### config.mk
export PLATFORM = sky130hd
export DESIGN_NAME = waveform_frame_decoder_top
export DESIGN_NICKNAME = d
export VERILOG_FILES = /design/src/wfd_pkg.sv /design/src/waveform_frame_decoder_top.sv
export VERILOG_INCLUDE_DIRS = /design/src /design/src/src
export SDC_FILE = /design/constraint.sdc
export NUM_CORES = 1
export LEC_CHECK = 0
export CORE_MARGIN = 2
export CORE_UTILIZATION = 60
export CTS_CLUSTER_SIZE = 12
export DETAILED_ROUTE_END_ITERATION = 7
export DONT_BUFFER_PORTS = 1
export PLACE_DENSITY = 0.85
export SYNTH_ARGS = -nofsm -noshare
export SYNTH_HDL_FRONTEND = slang
export SYNTH_SLANG_ARGS = --single-unit
### constraint.sdc
create_clock -name clk -period 6.7 [get_ports clk]
set_input_delay 0.335 -clock clk [delete_from_list [all_inputs] [get_ports clk]]
set_output_delay 0.335 -clock clk [all_outputs]
set_load 0.01 [all_outputs]
### src/assert_macros.svh
// Assertion macros for the RTL, included by waveform_frame_decoder_top.
`ifndef ASSERT_MACROS_SVH
`define ASSERT_MACROS_SVH
`ifndef SYNTHESIS
// Property must hold on every rising clock edge outside reset.
`define ASSERT_AT(lbl, clk_s, rstn_s, prop) \
    lbl: assert property (@(posedge clk_s) disable iff (!rstn_s) prop) \
        else $error("assertion failed");
// Expression must never be true outside reset.
`define ASSERT_NEVER(lbl, clk_s, rstn_s, expr) \
    lbl: assert property (@(posedge clk_s) disable iff (!rstn_s) !(expr)) \
        else $error("forbidden condition seen");
`else
`define ASSERT_AT(lbl, clk_s, rstn_s, prop)
`define ASSERT_NEVER(lbl, clk_s, rstn_s, expr)
`endif
`endif

### src/wfd_pkg.sv
// Types and constants for the waveform frame decoder.
package wfd_pkg;

    localparam logic [7:0] HDR_BYTE       = 8'hA3;
    localparam logic [7:0] MODE_POINT     = 8'hA8;
    localparam logic [7:0] MODE_SYNC      = 8'hA9;
    localparam logic [7:0] MODE_INFO      = 8'hAA;
    localparam logic [7:0] MAX_SYNC_RESET = 8'd64;
    localparam logic [7:0] INFO_LEN       = 8'd8;

    localparam logic [1:0] FMT_F32 = 2'd0;
    localparam logic [1:0] FMT_I8  = 2'd1;
    localparam logic [1:0] FMT_I16 = 2'd2;
    localparam logic [1:0] FMT_I32 = 2'd3;

    localparam logic       KIND_SAMPLE = 1'b0;
    localparam logic       KIND_TSTAMP = 1'b1;

    typedef enum logic [5:0] {
        ST_IDLE     = 6'b000001,
        ST_HEAD     = 6'b000010,
        ST_POINT    = 6'b000100,
        ST_SYNC     = 6'b001000,
        ST_INFO     = 6'b010000,
        ST_SYNCDATA = 6'b100000
    } parse_state_t;

    // Result payload, packed to match m_axis_tdata (channel in the low bits).
    typedef struct packed {
        logic [1:0]  pad;
        logic [20:0] sample_rate;
        logic [9:0]  millisecond;
        logic [5:0]  second;
        logic [5:0]  minute;
        logic [4:0]  hour;
        logic [4:0]  day;
        logic [3:0]  month;
        logic [6:0]  year;
        logic [31:0] sample_bits;
        logic [1:0]  sample_format;
        logic [3:0]  channel;
    } result_t;

    // Number of data bytes that follow a type byte.
    function automatic logic [2:0] fmt_bytes(input logic [1:0] fmt);
        logic [2:0] n;
        case (fmt)
            FMT_F32: n = 3'd4;
            FMT_I8:  n = 3'd1;
            FMT_I16: n = 3'd2;
            FMT_I32: n = 3'd4;
            default: n = 3'd4;
        endcase
        return n;
    endfunction

endpackage

### src/waveform_frame_decoder_top.sv
// Waveform frame decoder: byte stream in, sample and timestamp records out.
//
// Input: s_axis_* carries one received byte per transfer. The decoder hunts for
// header 0xA3 and a mode byte, then decodes point frames (one sample), sync
// frames (a run of samples, length byte checked against max_sync_length) or
// info frames (8 bytes unpacked into a timestamp record).
// Output: m_axis_* carries one record per transfer; tuser is the record kind
// (0 sample, 1 timestamp), tdata holds the unpacked fields.
// A record is registered onto m_axis in the cycle after the byte that ends it.
// Throughput: one byte per cycle unless m_axis stalls; all parsing is
// combinational logic between the byte handshake and the output register.
// Reset clears the parser to the hunting state, the assembler and counters,
// sets max_sync_length to 64 and empties the output register.
// When the receiver stalls with a record pending, s_axis_tready stays high
// only in the cycle the record is taken; bytes are otherwise held off.
// cfg_wr_en/cfg_wr_data write max_sync_length; write only while idle.
module waveform_frame_decoder_top
    import wfd_pkg::*;
(
    input  logic         clk,
    input  logic         rst_n,
    input  logic         cfg_wr_en,
    input  logic [7:0]   cfg_wr_data,
    input  logic         s_axis_tvalid,
    output logic         s_axis_tready,
    input  logic [7:0]   s_axis_tdata,   // [7:0] rx_byte
    output logic         m_axis_tvalid,
    input  logic         m_axis_tready,
    // [3:0] channel, [5:4] sample_format, [37:6] sample_bits, [44:38] year,
    // [48:45] month, [53:49] day, [58:54] hour, [64:59] minute,
    // [70:65] second, [80:71] millisecond, [101:81] sample_rate, [103:102] 0
    output logic [103:0] m_axis_tdata,
    output logic         m_axis_tuser    // [0] record_kind
);

    parse_state_t state_reg, state_next;
    logic [7:0]   max_sync_reg;
    logic [2:0]   pcnt_reg, pcnt_next;
    logic [2:0]   plen_reg, plen_next;
    logic [3:0]   pch_reg, pch_next;
    logic [1:0]   pfmt_reg, pfmt_next;
    logic [31:0]  shift_reg, shift_next;
    logic [7:0]   fcnt_reg, fcnt_next;
    logic [7:0]   slen_reg, slen_next;
    logic [7:0]   info_reg [0:6];
    logic         out_valid_reg;
    result_t      out_data_reg;
    logic         out_kind_reg;

    logic         in_xfer;
    logic [7:0]   b;
    logic         push;
    result_t      res;
    logic         res_kind;
    logic         info_wr;

    // point assembler helpers
    logic [31:0]  feed_shift;
    logic         feed_fail;
    logic         feed_done;
    logic [31:0]  feed_val;
    logic [7:0]   fcnt_inc;
    logic         sync_end;
    result_t      smp_res;
    result_t      ts_res;

    assign in_xfer       = s_axis_tvalid && s_axis_tready;
    assign s_axis_tready = !out_valid_reg || m_axis_tready;
    assign b             = s_axis_tdata;
    assign fcnt_inc      = fcnt_reg + 8'd1;
    assign sync_end      = (fcnt_inc >= slen_reg);

    always_comb
    begin
        feed_shift = {shift_reg[23:0], b};
        feed_fail  = (pcnt_reg == 3'd0) && (b[7:6] != 2'd0);
        feed_done  = (pcnt_reg != 3'd0) && (pcnt_reg >= plen_reg);
        case (pfmt_reg)
            FMT_I8:  feed_val = {{24{feed_shift[7]}}, feed_shift[7:0]};
            FMT_I16: feed_val = {{16{feed_shift[15]}}, feed_shift[15:0]};
            default: feed_val = feed_shift;
        endcase

        smp_res               = '0;
        smp_res.channel       = pch_reg;
        smp_res.sample_format = pfmt_reg;
        smp_res.sample_bits   = feed_val;

        // last info byte comes straight from the input
        ts_res             = '0;
        ts_res.year        = info_reg[0][7:1];
        ts_res.month       = {info_reg[0][0], info_reg[1][7:5]};
        ts_res.day         = info_reg[1][4:0];
        ts_res.hour        = info_reg[2][7:3];
        ts_res.minute      = {info_reg[2][2:0], info_reg[3][7:5]};
        ts_res.second      = {info_reg[3][4:0], info_reg[4][7]};
        ts_res.millisecond = {info_reg[4][6:0], info_reg[5][7:5]};
        ts_res.sample_rate = {info_reg[5][4:0], info_reg[6], b};
    end

    always_comb
    begin
        state_next = state_reg;
        pcnt_next  = pcnt_reg;
        plen_next  = plen_reg;
        pch_next   = pch_reg;
        pfmt_next  = pfmt_reg;
        shift_next = shift_reg;
        fcnt_next  = fcnt_reg;
        slen_next  = slen_reg;
        push       = 1'b0;
        res        = smp_res;
        res_kind   = KIND_SAMPLE;
        info_wr    = 1'b0;

        if (in_xfer)
        begin
            // shared point feed; overridden below where the frame ends
            if (state_reg == ST_POINT || state_reg == ST_SYNCDATA)
            begin
                if (pcnt_reg == 3'd0)
                begin
                    pch_next = b[3:0];
                    if (feed_fail)
                    begin
                        shift_next = '0;
                    end
                    else
                    begin
                        pfmt_next = b[5:4];
                        plen_next = fmt_bytes(b[5:4]);
                        pcnt_next = 3'd1;
                    end
                end
                else if (feed_done)
                begin
                    pcnt_next  = 3'd0;
                    shift_next = '0;
                end
                else
                begin
                    shift_next = feed_shift;
                    pcnt_next  = pcnt_reg + 3'd1;
                end
            end

            case (state_reg)
                ST_IDLE:
                begin
                    if (b == HDR_BYTE)
                        state_next = ST_HEAD;
                end
                ST_HEAD:
                begin
                    pcnt_next  = 3'd0;
                    shift_next = '0;
                    if (b == MODE_POINT)
                        state_next = ST_POINT;
                    else if (b == MODE_SYNC)
                        state_next = ST_SYNC;
                    else if (b == MODE_INFO)
                    begin
                        state_next = ST_INFO;
                        fcnt_next  = '0;
                    end
                    else
                        state_next = ST_IDLE;
                end
                ST_POINT:
                begin
                    if (feed_fail || feed_done)
                        state_next = ST_IDLE;
                    push = feed_done;
                end
                ST_SYNC:
                begin
                    fcnt_next  = '0;
                    slen_next  = b;
                    state_next = (b <= max_sync_reg) ? ST_SYNCDATA : ST_IDLE;
                end
                ST_SYNCDATA:
                begin
                    fcnt_next = fcnt_inc;
                    if (feed_fail || sync_end)
                        state_next = ST_IDLE;
                    push = feed_done;
                    // partial sample dropped at end of run
                    if (!feed_done && sync_end)
                    begin
                        pcnt_next  = 3'd0;
                        shift_next = '0;
                    end
                end
                ST_INFO:
                begin
                    info_wr = (fcnt_reg[2:0] != 3'd7);
                    if (fcnt_inc >= INFO_LEN)
                    begin
                        push       = 1'b1;
                        res        = ts_res;
                        res_kind   = KIND_TSTAMP;
                        fcnt_next  = '0;
                        state_next = ST_IDLE;
                    end
                    else
                        fcnt_next = fcnt_inc;
                end
                default:
                begin
                    state_next = ST_IDLE;
                    pcnt_next  = 3'd0;
                    shift_next = '0;
                end
            endcase
        end
    end

    always_ff @(posedge clk or negedge rst_n)
    begin
        if (!rst_n)
        begin
            state_reg     <= ST_IDLE;
            max_sync_reg  <= MAX_SYNC_RESET;
            pcnt_reg      <= '0;
            plen_reg      <= '0;
            pch_reg       <= '0;
            pfmt_reg      <= '0;
            shift_reg     <= '0;
            fcnt_reg      <= '0;
            slen_reg      <= '0;
            out_valid_reg <= 1'b0;
        end
        else
        begin
            state_reg <= state_next;
            pcnt_reg  <= pcnt_next;
            plen_reg  <= plen_next;
            pch_reg   <= pch_next;
            pfmt_reg  <= pfmt_next;
            shift_reg <= shift_next;
            fcnt_reg  <= fcnt_next;
            slen_reg  <= slen_next;
            if (cfg_wr_en)
                max_sync_reg <= cfg_wr_data;
            if (push)
                out_valid_reg <= 1'b1;
            else if (m_axis_tready)
                out_valid_reg <= 1'b0;
        end
    end

    always_ff @(posedge clk)
    begin
        if (info_wr)
            info_reg[fcnt_reg[2:0]] <= b;
        if (push)
        begin
            out_data_reg <= res;
            out_kind_reg <= res_kind;
        end
    end

    assign m_axis_tvalid = out_valid_reg;
    assign m_axis_tdata  = out_data_reg;
    assign m_axis_tuser  = out_kind_reg;

`include "assert_macros.svh"

    // a record always ends its frame or one sample of a sync run
    `ASSERT_AT(a_push_state, clk, rst_n,
        push |=> (state_reg == ST_IDLE || state_reg == ST_SYNCDATA))
    `ASSERT_NEVER(a_pcnt_range, clk, rst_n, pcnt_reg > 3'd4)
    `ASSERT_AT(a_info_cnt, clk, rst_n, (state_reg == ST_INFO) |-> (fcnt_reg < INFO_LEN))
    `ASSERT_AT(a_stall_only_full, clk, rst_n, !s_axis_tready |-> out_valid_reg)

endmodule
* Word level (Yosys, flattened, before mapping)
Memory sizes are Yosys's and may differ from the RTL's. A register that Yosys moved wholly into a read port is not among the register bits.
Index checks and enable logic that the tools add are counted.
** Word-level totals
- Flip-flop bits (word level) :: 137
- Latch bits :: 0
- Memory bits (writable) :: 56
- Memory bits (read-only) :: 0
- Output and inout bits :: 107
- Memories :: 1
** Operators by class
- $add $sub $neg :: 2
- Multiply operators :: 0
- Divide/modulo/power cells :: 0
- Magnitude comparators :: 4
- Equality and inequality tests :: 23
- Shift operators :: 0
- Multiplexer cells :: 40
- Bitwise logic cells :: 1
- Reductions and logical operators :: 33
** Memories
- info_reg :: words 7, width 8, read ports 7, clocked after memory_dff 7, wr ports 1, line waveform_frame_decoder_top.sv:45 : logic [7:0] info_reg [0:6];
** Operators with widths (count)
- $mux 32 :: 5
- $pmux 32 s2 :: 2
- $mux 38 :: 3
- $pmux 6 s6 :: 1
- $eq 8x8->1 const B :: 4
- $mux 8 :: 4
- $pmux 8 s4 :: 1
- $mux 6 :: 5
- $mux 3 :: 5
- $mux 5 :: 3
- $ne 2x2->1 const B :: 5
- $reduce_and 5->1 :: 2
- $logic_not 1->1 :: 9
- $pmux 3 s3 :: 1
- $add 8x1->8 const B :: 1
- $ge 8x4->1 const B :: 1
- $ge 8x8->1 :: 1
- $le 8x8->1 :: 1
- $mux 1 :: 8
- $eq 2x2->1 const B :: 3
- $eq 6x1->1 const B :: 1
- $eq 6x2->1 const B :: 1
- $eq 6x3->1 const B :: 1
- $eq 6x4->1 const B :: 1
- other kinds (22) :: 34

* Logic depth before layout (Yosys ltp)
Gate-level depths: netlist of run 1.
- Depth after elaboration :: 7
- Depth in mapped cells :: 14
- Depth with buffers taken out :: 11

* Least setup slack after synthesis of run 1
Ideal clock, no wire load.
- Path type :: register to register
- Start point :: reg fcnt_reg[0]
- End point :: reg out_data_reg, in the netlist m_axis_tdata[0], enable pin
- Setup time :: 424 ps
- Arrival :: 3128 ps
- Slack :: 3148 ps
- Cell stages (with the launch flop) :: 8
- Buffers on the path :: 1
- Period minus slack after synthesis :: 3552 ps
- Path through :: dfrtp_1 ha_1 and3_1 o2111ai_1 a21oi_1 nor3_1 clkbuf_1 a31o_2
** Between the ends
- Word-level cells in the longest chain between the ends :: 5
** Ends and longest elaborated chain
- start, declared :: line waveform_frame_decoder_top.sv:43 : logic [7:0] fcnt_reg, fcnt_next;
- start signal, assigned :: line waveform_frame_decoder_top.sv:241 : fcnt_reg <= fcnt_next;
- $add 8x1->8 :: line waveform_frame_decoder_top.sv:70 : assign fcnt_inc = fcnt_reg + 8'd1;
- $ge 8x4->1 :: line waveform_frame_decoder_top.sv:197 : if (fcnt_inc >= INFO_LEN)
- $mux 1 :: line waveform_frame_decoder_top.sv:197
- $pmux 1 s2 :: line waveform_frame_decoder_top.sv:147 : case (state_reg)
- $mux 1 :: line waveform_frame_decoder_top.sv:116 : if (in_xfer)
- net push :: line waveform_frame_decoder_top.sv:52 : logic push;
- end signal, assigned :: line waveform_frame_decoder_top.sv:258 : out_data_reg <= res;
- end, declared :: line waveform_frame_decoder_top.sv:47 : result_t out_data_reg;
The timed path passes the listed nets, and every way through them passes these cells.
A chain may end at the register's enable or synchronous reset.

* Worst setup path after layout of run 1
- Start point :: reg fcnt_reg[2]
- End point :: reg shift_reg[18]
** Between the ends
- Word-level cells in the longest chain between the ends :: 5
** Ends and longest elaborated chain
- $add 8x1->8 :: line waveform_frame_decoder_top.sv:70
- $ge 8x8->1 :: line waveform_frame_decoder_top.sv:71 : assign sync_end = (fcnt_inc >= slen_reg);
- $logic_and 1x1->1 :: line waveform_frame_decoder_top.sv:188 : if (!feed_done && sync_end)
- $mux 32 :: line waveform_frame_decoder_top.sv:188
- $pmux 32 s2 :: line waveform_frame_decoder_top.sv:147
- end signal, assigned :: line waveform_frame_decoder_top.sv:240 : shift_reg <= shift_next;
- end, declared :: line waveform_frame_decoder_top.sv:42 : logic [31:0] shift_reg, shift_next;
Every way passes these cells.

==> results.env, run 1 <==
WORST_IR_DROP_VDD_mV=0.158
LEADING_REGISTER_CELL_TYPE_OUT_OF_SYNTHESIS='sky130_fd_sc_hd__edfxtp_1'
CP-START-KIND='flop'
NUMBER_OF_INSERTED_DIODES=0
TRACK_USAGE_PCT=23.5
CRITICAL-PATH-MAX-STAGE-DELAY_NS=1.11
LARGEST_REGISTER_FFS=102
MAXSLEWVIOLCOUNT=0
GRT_SETUP_UNREPAIRED='no'
FP.DIEH_UM=130
ROUTED_WIRELENGTH_UM=19600
SETUP.WORST_PATH.END_CLASS='flop'
WIRE_LENGTH_OF_THE_FIRST_GLOBAL_ROUTING_PASS_UM=29900
CLK_PIN_SLEW_WORST_PATHS_NS=0.06
SETUP_VIOL=0
CORE_REGION_AREA_SQ_UM=15300
WORST-ENDPOINT-ARRIVAL_NS=4.76
TIMING.CRITICAL_PATH.FANOUT_MAX=25
DRCVIOLATIONCOUNT=0
CTS.REPAIR_TIMING.SETUP_BUFFER_COUNT=0
DRT-INITIAL-DRC-COUNT=500
TIMING.FINAL.HOLD_VIOLATIONS=0
DIE_AREA_SQ_UM=16800
CLOCK.FMAX_MHz=231
DETAIL_ROUTE.FIRST_PASS.ITERATIONS=7
LAYOUT_COMMONEST_CELL='sky130_fd_sc_hd__edfxtp_1'
TOTAL_NUMBER_OF_PLACEMENT_ROWS=45
SYN-INSTANCE-COUNT=678
YOSYS_WARNINGS=0
DRT-VIAS-PER-INSTANCE=6.05
CP_COMMON_CELL='sky130_fd_sc_hd__and3_1'
SYN-CELL-AREA_SQ_UM=9480
CTS_BUFFERS=23
AREAGROWTHSYNTHTOFINISH_PCT=11.3
FIN_SETUP_TNS_NS=0
FINAL_LAYOUT_SIZE_SUFFIX_GT1_SHARE_PCT=13.1
FINAL_NETS=742
FINAL_UTIL_PCT=68.9
CTS.ROOT.BUFFER_CELL='sky130_fd_sc_hd__clkbuf_16'
START_UTIL_PCT=61.9
CTS-HTREE-LEVELS=1
TIMING.CLOCK.SKEW_NS=0.0145
CRIT_PATH_CELL_TRACE='and3_1 > and2_1 > and3_1 > xor2_1 > ha_1 > and2b_2 > and2_2 > a221oi_4 > o311ai_4 > a2111oi_4 > a22o_2'
POWER_DENSITY_nW_PER_UM2=274
WORST-SETUP-PATH-TYPE='flop to flop'
GRT_PASS1_VIAS=5442
TIGHTESTPINTRANSITION_NS=1.27
FP.DIEW_UM=130
DP_HPWL_UM=11600
STATUS='complete, no violations'
ROUTED-VIA-COUNT=5575
GRT_MAX_DEGREE=103
MAX_SLEW_MARGIN_PCT=15.5
FINALCRITICALPERIOD_NS=4.33
SYNTH_ENABLE_FLOP_CELLS=159
SLOWEST_STAGE='sky130_fd_sc_hd__a2111oi_4'
MIN-DELAY-PATH-CLASS='input port to flop'
WORST_PATH_BUFS_INVS=0
ROUTE.ANTENNA.REMAINING_NETS=0
LAYOUT.CELLS.MOST_COMMON_LIST='159 x sky130_fd_sc_hd__edfxtp_1, 65 x sky130_fd_sc_hd__dfrtp_1, 62 x sky130_fd_sc_hd__and2_1'
CLOCK_LATENCY_NS=0.50
TOTAL_OF_BUFFERS_PLACED_ON_INPUT_AND_OUTPUT_PORTS=0
WEIGHTED_CONGESTION_AT_THE_END_OF_ROUTABILITY_DRIVEN_GLOBAL_PLACEMENT=0.884
CTS_HOLD_BUF=20
GLOBAL_ROUTE.OVERFLOW_TOTAL=0
CAP_VIOL_MAX_COUNT=0
IO_PINS=128
CLOCK_PATH_BUFFERS=3
SYNTH_ASYNC_SR_FLOP_SHARE_PCT=29.6
LAYOUT_WORST_PATH_CYCLE_SHARE_PCT=64.6
CTS_RESIZED=0
PATH_DELAY_FAMILY='compound AO/OA/AOI/OAI gates'
HOLD_SLACK_NS=0.00992
POSTSYNTHREGISTERBITS=226
CTS.SINKS=226
LEAKAGE_POWER_OF_THE_DESIGN_uW=0.00407
SYN-MEAN-INSTANCE-AREA_SQ_UM=14.0
NUMBER_OF_ANTENNA_VIOLATIONS_AT_THE_FIRST_CHECK_IN_GLOBAL_ROUTING=0
AVGROUTEDWIREPERCELL_UM=21.3
CTS_TREE='done'
CRIT_REQUIRED_NS=7.13
YS_SEQ_AREA_SHARE_PCT=68.1
SYNTHDISTINCTLIBCELLS=76
-- worst register-to-register path, cell delays in order, from the launching register on --
cell and delay, ns:
sky130_fd_sc_hd__dfrtp_1 0.57, sky130_fd_sc_hd__and3_1 0.39, sky130_fd_sc_hd__and2_1 0.27, sky130_fd_sc_hd__and3_1 0.19, sky130_fd_sc_hd__xor2_1 0.21, sky130_fd_sc_hd__ha_1 0.28, sky130_fd_sc_hd__and2b_2 0.22, sky130_fd_sc_hd__and2_2 0.21
sky130_fd_sc_hd__a221oi_4 0.29, sky130_fd_sc_hd__o311ai_4 0.21, sky130_fd_sc_hd__a2111oi_4 1.11, sky130_fd_sc_hd__a22o_2 0.32
-- routing by layer --
metal  global-route usage, %  share of wire, %  vias up
li1                        -                 -     2489
met1                    31.4                40     2753
met2                    37.6                48      284
met3                    4.51               7.8       49
met4                    11.1               4.0        0
met5                       0                 0        -
-- cells by family (layout without fill, tap and decap cells) --
logic type	count (synthesis)	in the layout	synth area share, %
other	1	2	0.0395
AND/OR/NAND/NOR	211	211	12.8
flip-flops	226	226	68.1
adder cells (fa/ha/maj)	27	27	3.56
buffers and inverters	63	95	3.06
AO/OA/AOI/OAI	122	122	9.47
XOR/XNOR	10	10	0.924
multiplexers	18	18	2.11
-- layout make-up --
class                           count  area, sq um
Sequential cell                   226         6450
Clock buffer                       39          666
Multi-Input combinational cell    390         2760
Tap cell                          211          264
Clock inverter                      3         43.8
Timing Repair Buffer               28          280
Fill cell                         967         4760
Inverter                           25         93.8
-- through the flow --
step	area, sq um	instances	total power [uW]	setup slack, ns
after global routing	10600	922	2980	2.09
after global placement	9610	857	1670	2.64
after detailed placement	9610	857	1680	2.47
after CTS	10500	919	2900	2.42
after floorplan	9490	679	1660	3.15
final	10600	922	2900	2.37
-- Yosys cell counts, types with 2 or more instances --
library cell,number,area (sq um)
sky130_fd_sc_hd__a22o_2,19,190
sky130_fd_sc_hd__mux2_2,16,180
sky130_fd_sc_hd__nor3_1,7,35.0
sky130_fd_sc_hd__and3b_1,5,43.8
sky130_fd_sc_hd__o21a_1,3,22.5
sky130_fd_sc_hd__nor2b_1,13,81.3
sky130_fd_sc_hd__a21oi_1,36,180
sky130_fd_sc_hd__edfxtp_1,159,4770
sky130_fd_sc_hd__o211ai_1,2,15.0
sky130_fd_sc_hd__a311oi_1,2,17.5
sky130_fd_sc_hd__a22oi_1,2,15.0
sky130_fd_sc_hd__and2_2,2,15.0
sky130_fd_sc_hd__and2_1,62,388
sky130_fd_sc_hd__ha_1,27,338
sky130_fd_sc_hd__mux2i_1,2,20.0
sky130_fd_sc_hd__and3_1,7,43.8
sky130_fd_sc_hd__nand2_1,57,214
sky130_fd_sc_hd__nor4_1,6,37.5
sky130_fd_sc_hd__nand3b_1,4,30.0
sky130_fd_sc_hd__nor3b_1,3,22.5
sky130_fd_sc_hd__inv_1,25,93.8
sky130_fd_sc_hd__buf_1,3,11.3
sky130_fd_sc_hd__o2111ai_1,2,17.5
sky130_fd_sc_hd__a22o_1,10,87.6
sky130_fd_sc_hd__dfstp_2,2,52.6
sky130_fd_sc_hd__dfrtp_1,65,1630
sky130_fd_sc_hd__nand2b_1,2,12.5
sky130_fd_sc_hd__o21ai_0,26,130
sky130_fd_sc_hd__xor2_1,5,43.8
sky130_fd_sc_hd__buf_4,4,30.0
sky130_fd_sc_hd__nor2_1,20,75.1
sky130_fd_sc_hd__buf_2,6,30.0
sky130_fd_sc_hd__buf_6,2,22.5
sky130_fd_sc_hd__nand4_1,4,25.0
sky130_fd_sc_hd__nand3_1,2,10.0
sky130_fd_sc_hd__clkbuf_1,21,78.8
sky130_fd_sc_hd__o31ai_1,2,15.0
sky130_fd_sc_hd__xnor2_1,5,43.8
-- worst paths after layout --
check | to | startpoint | slack, ns | depth (start not counted)
worst min-delay path | slen_reg[6]$_DFFE_PN0P_ | s_axis_tdata[6] | 0.01 | 1
worst max-delay path | shift_reg[18]$_DFFE_PN0P_ | fcnt_reg[2]$_DFFE_PN0P_ | 2.37 | 11
worst max register to register | shift_reg[18]$_DFFE_PN0P_ | fcnt_reg[2]$_DFFE_PN0P_ | 2.37 | 11
worst min register to register | slen_reg[5]$_DFFE_PN0P_ | slen_reg[5]$_DFFE_PN0P_ | 0.50 | 2
min in group asynchronous | shift_reg[13]$_DFFE_PN0P_ | rst_n | 0.38 | 2
max in group asynchronous | state_reg[0]$_DFFE_PN1P_ | rst_n | 6.00 | 2
-- where the power goes --
part / switching [uW] / internal, uW
logic: 108 / 63.4
clock network: 489 / 713
registers: 18.9 / 1500
Note: power is estimated with default switching activity, not from simulation.
==> run 2: changes to the inputs <==
- clock period: 6.7 -> 4.1 ns (I/O delays scaled with it)
==> run 2 against run 1 <==
  * Sequential power grew 64%
  * Critical path depth grew 1
  * Hold slack improved by 0.0025 ns
  * Sequential share of layout area is 0.18 points higher
  * Wire length decreased by 1.2%
  * Clock skew up 0.0015 ns
  * Register-to-register slack worse by 2.0 ns
  * Critical endpoint is now shift_reg[6]$_DFFE_PN0P_
==> results.env, run 2 (synthesis results as in run 1) <==
STATUS='complete, no violations'
LAYOUT_COMMONEST_CELL='sky130_fd_sc_hd__edfxtp_1'
HOLD_SLACK_NS=0.0124  # +0.00250 ns
LAYOUT.CELLS.MOST_COMMON_LIST='159 x sky130_fd_sc_hd__edfxtp_1, 65 x sky130_fd_sc_hd__dfrtp_1, 62 x sky130_fd_sc_hd__and2_1'
CTS.SINKS=226  # unchanged
CP-START-KIND='flop'
FP.DIEH_UM=130  # unchanged
GRT_MAX_DEGREE=102  # -0.97%
FP.DIEW_UM=130  # unchanged
WEIGHTED_CONGESTION_AT_THE_END_OF_ROUTABILITY_DRIVEN_GLOBAL_PLACEMENT=0.864  # -2.2%
TOTAL_OF_BUFFERS_PLACED_ON_INPUT_AND_OUTPUT_PORTS=0  # unchanged
CTS_TREE='done'
DP_HPWL_UM=11800  # +1.4%
SETUP.WORST_PATH.END_CLASS='flop'
FINAL_CELL_AREA_SQ_UM=10500  # -0.30%
GRT_SETUP_UNREPAIRED='no'
CRIT_PATH_CELL_TRACE='and3_1 > and2_1 > and3_1 > xor2_1 > ha_1 > and2b_2 > and2_2 > a221oi_4 > o311ai_4 > a2111oi_4 > buf_4 > a22o_1'
SEQ_POWER_SHARE_PCT=54.0  # +1.4 points
GRT.MET2_USAGE_PCT=38.7  # +1.1 points
CTS-HTREE-LEVELS=1  # unchanged
DRCVIOLATIONCOUNT=0  # unchanged
TRACK_USAGE_PCT=23.3  # -0.18 points
CLOCK_PATH_BUFFERS=3  # unchanged
FINALCRITICALPERIOD_NS=3.74  # -0.584 ns
DIE_AREA_SQ_UM=16800  # unchanged
GLOBAL_ROUTE.OVERFLOW_TOTAL=0  # unchanged
DRT-VIAS-PER-INSTANCE=5.98  # -1.0%
CELLINTERNALPOWER_uW=3630  # +59%
P_SWITCHING_uW=981  # +59%
MAXSLEWVIOLCOUNT=0  # unchanged
START_UTIL_PCT=61.9  # unchanged
CAP_VIOL_MAX_COUNT=0  # unchanged
MOST_USED_LAYER_GLOBAL_ROUTE='met2'
FINAL_NETS=742  # unchanged
WORST_IR_DROP_VDD_mV=0.301  # +90%
POWER_FRAC_COMB_PCT=5.9  # about the same
ROUTED-VIA-COUNT=5518  # -1.0%
TOTAL_NUMBER_OF_PLACEMENT_ROWS=45  # unchanged
CLOCK.FMAX_MHz=267  # +16%
CORE_REGION_AREA_SQ_UM=15300  # unchanged
TIGHTESTPINTRANSITION_NS=1.17  # -0.101 ns
SETUP_VIOL=0  # unchanged
MIN-DELAY-PATH-CLASS='input port to flop'
FINAL_LAYOUT_SIZE_SUFFIX_GT1_SHARE_PCT=12.8  # -0.26 points
DRT-INITIAL-DRC-COUNT=564  # +13%
TIMING.FINAL.HOLD_VIOLATIONS=0  # unchanged
WORST_PATH_BUFS_INVS=1  # +1
CTS.ROOT.BUFFER_CELL='sky130_fd_sc_hd__clkbuf_16'
MAX_SLEW_MARGIN_PCT=22.0  # +6.6 points
POWER_DENSITY_nW_PER_UM2=438  # +60%
WORST-SETUP-PATH-TYPE='flop to flop'
GRT_MET3_USAGE_PCT=4.39  # -0.12 points
WORST-ENDPOINT-ARRIVAL_NS=4.16  # -0.60 ns
TIMING.CRITICAL_PATH.FANOUT_MAX=25  # unchanged
CTS_RESIZED=0  # unchanged
CLOCK_POWER_SHARE_PCT=40.1  # -1.4 points
CP_COMMON_CELL='sky130_fd_sc_hd__and3_1'
ROUTED_WIRELENGTH_UM=19400  # -1.2%
ROUTE.ANTENNA.REMAINING_NETS=0  # unchanged
DETAIL_ROUTE.FIRST_PASS.ITERATIONS=5  # -2
SLOWEST_STAGE='sky130_fd_sc_hd__dfrtp_1'
NETSWITCHINGFRACTION_PCT=21.3  # +0.025 points
FIN_SETUP_TNS_NS=0  # unchanged
GRT_PASS1_VIAS=5373  # -1.3%
LARGEST_REGISTER_FFS=102  # unchanged
LAYOUT_WORST_PATH_CYCLE_SHARE_PCT=91.3  # +27 points
CLOCK_LATENCY_NS=0.50  # about the same
CRITICAL-PATH-MAX-STAGE-DELAY_NS=0.59  # -0.52 ns
NUM-FILL-CELLS=965  # -0.21%
CTS_BUFFERS=23  # unchanged
AVGROUTEDWIREPERCELL_UM=21.0  # -1.2%
GLOBAL_ROUTING_USAGE_ON_MET1_PCT=31.4  # about the same
PATH_DELAY_FAMILY='simple AND/OR/NAND/NOR gates'
CTS.REPAIR_TIMING.SETUP_BUFFER_COUNT=0  # unchanged
CTS_HOLD_BUF=20  # unchanged
TIMING.CLOCK.SKEW_NS=0.0160  # +0.00153 ns
WIRE_LENGTH_OF_THE_FIRST_GLOBAL_ROUTING_PASS_UM=30000  # +0.25%
IO_PINS=128  # unchanged
LEAKAGE_POWER_OF_THE_DESIGN_uW=0.00405  # -0.52%
NUMBER_OF_ANTENNA_VIOLATIONS_AT_THE_FIRST_CHECK_IN_GLOBAL_ROUTING=0  # unchanged
CLK_PIN_SLEW_WORST_PATHS_NS=0.06  # about the same
POST_DP_CELL_AREA_SQ_UM=9630  # +0.29%
CRIT_REQUIRED_NS=4.52  # -2.61 ns
AREAGROWTHSYNTHTOFINISH_PCT=11.0
## run 2: changes by cell type in the layout (fill, tap and decap cells not counted), sizes merged
cell,change
dlygate4sd3,-1
diode,+1
bufinv,-1
clkbuf,-1
buf,+1
inv,+1
## run 2: per-layer routing
layer  up-vias  part of all wire [%]
met3        35                   7.5
met1      2709                    40
met2       271                    49
met4         0                   3.0
met5         -                     0
li1       2503                     -
## run 2: path summary, 6_finish.rpt
check,from,to,slack [ns],cells after the start
max,fcnt_reg[2]$_DFFE_PN0P_,shift_reg[6]$_DFFE_PN0P_,0.36,12
min,s_axis_tdata[7],m_axis_tdata[13]$_DFFE_PP_,0.01,1
max reg2reg,fcnt_reg[2]$_DFFE_PN0P_,shift_reg[6]$_DFFE_PN0P_,0.36,12
min reg2reg,slen_reg[4]$_DFFE_PN0P_,slen_reg[4]$_DFFE_PN0P_,0.49,2
max in group asynchronous,rst_n,max_sync_reg[6]$_DFFE_PN1P_,3.53,2
min in group asynchronous,rst_n,shift_reg[20]$_DFFE_PN0P_,0.26,2
## run 2: layout make-up
| cell class | instances | area, sq um | area share (%) |
|---|---|---|---|
| timing repair buffer | 28 | 293 | 2.78 |
| antenna | 1 | 2.50 | 0.0238 |
| clock inverter | 3 | 21.3 | 0.202 |
| sequential | 226 | 6450 | 61.3 |
| clock buffer | 38 | 642 | 6.10 |
| multi-input combinational | 390 | 2760 | 26.2 |
| inverter | 25 | 93.8 | 0.891 |
| tap | 211 | 264 | 2.51 |
## run 2: power by group through the flow
stage                     registers, uW  clock network, uW  logic (uW)
after floorplan                    2510                  0         202
after global placement             2530                  0         201
after detailed placement           2530                  0         217
after CTS                          2490               1880         270
after global routing               2490               1970         303
final                              2490               1850         273
## run 2: through the flow
| stage | power, uW | cells | setup slack (ns) | utilization [%] |
|---|---|---|---|---|
| 2_1_floorplan | 2710 | 679 | 0.548 | - |
| 3_3_place_gp | 2730 | 859 | 0.608 | 62.9 |
| 3_5_place_dp | 2750 | 859 | 0.439 | 62.9 |
| 4_1_cts | 4630 | 920 | 0.413 | 68.7 |
| 5_1_grt | 4760 | 921 | 0.113 | 68.7 |
| 6_report | 4610 | 922 | 0.356 | 68.7 |
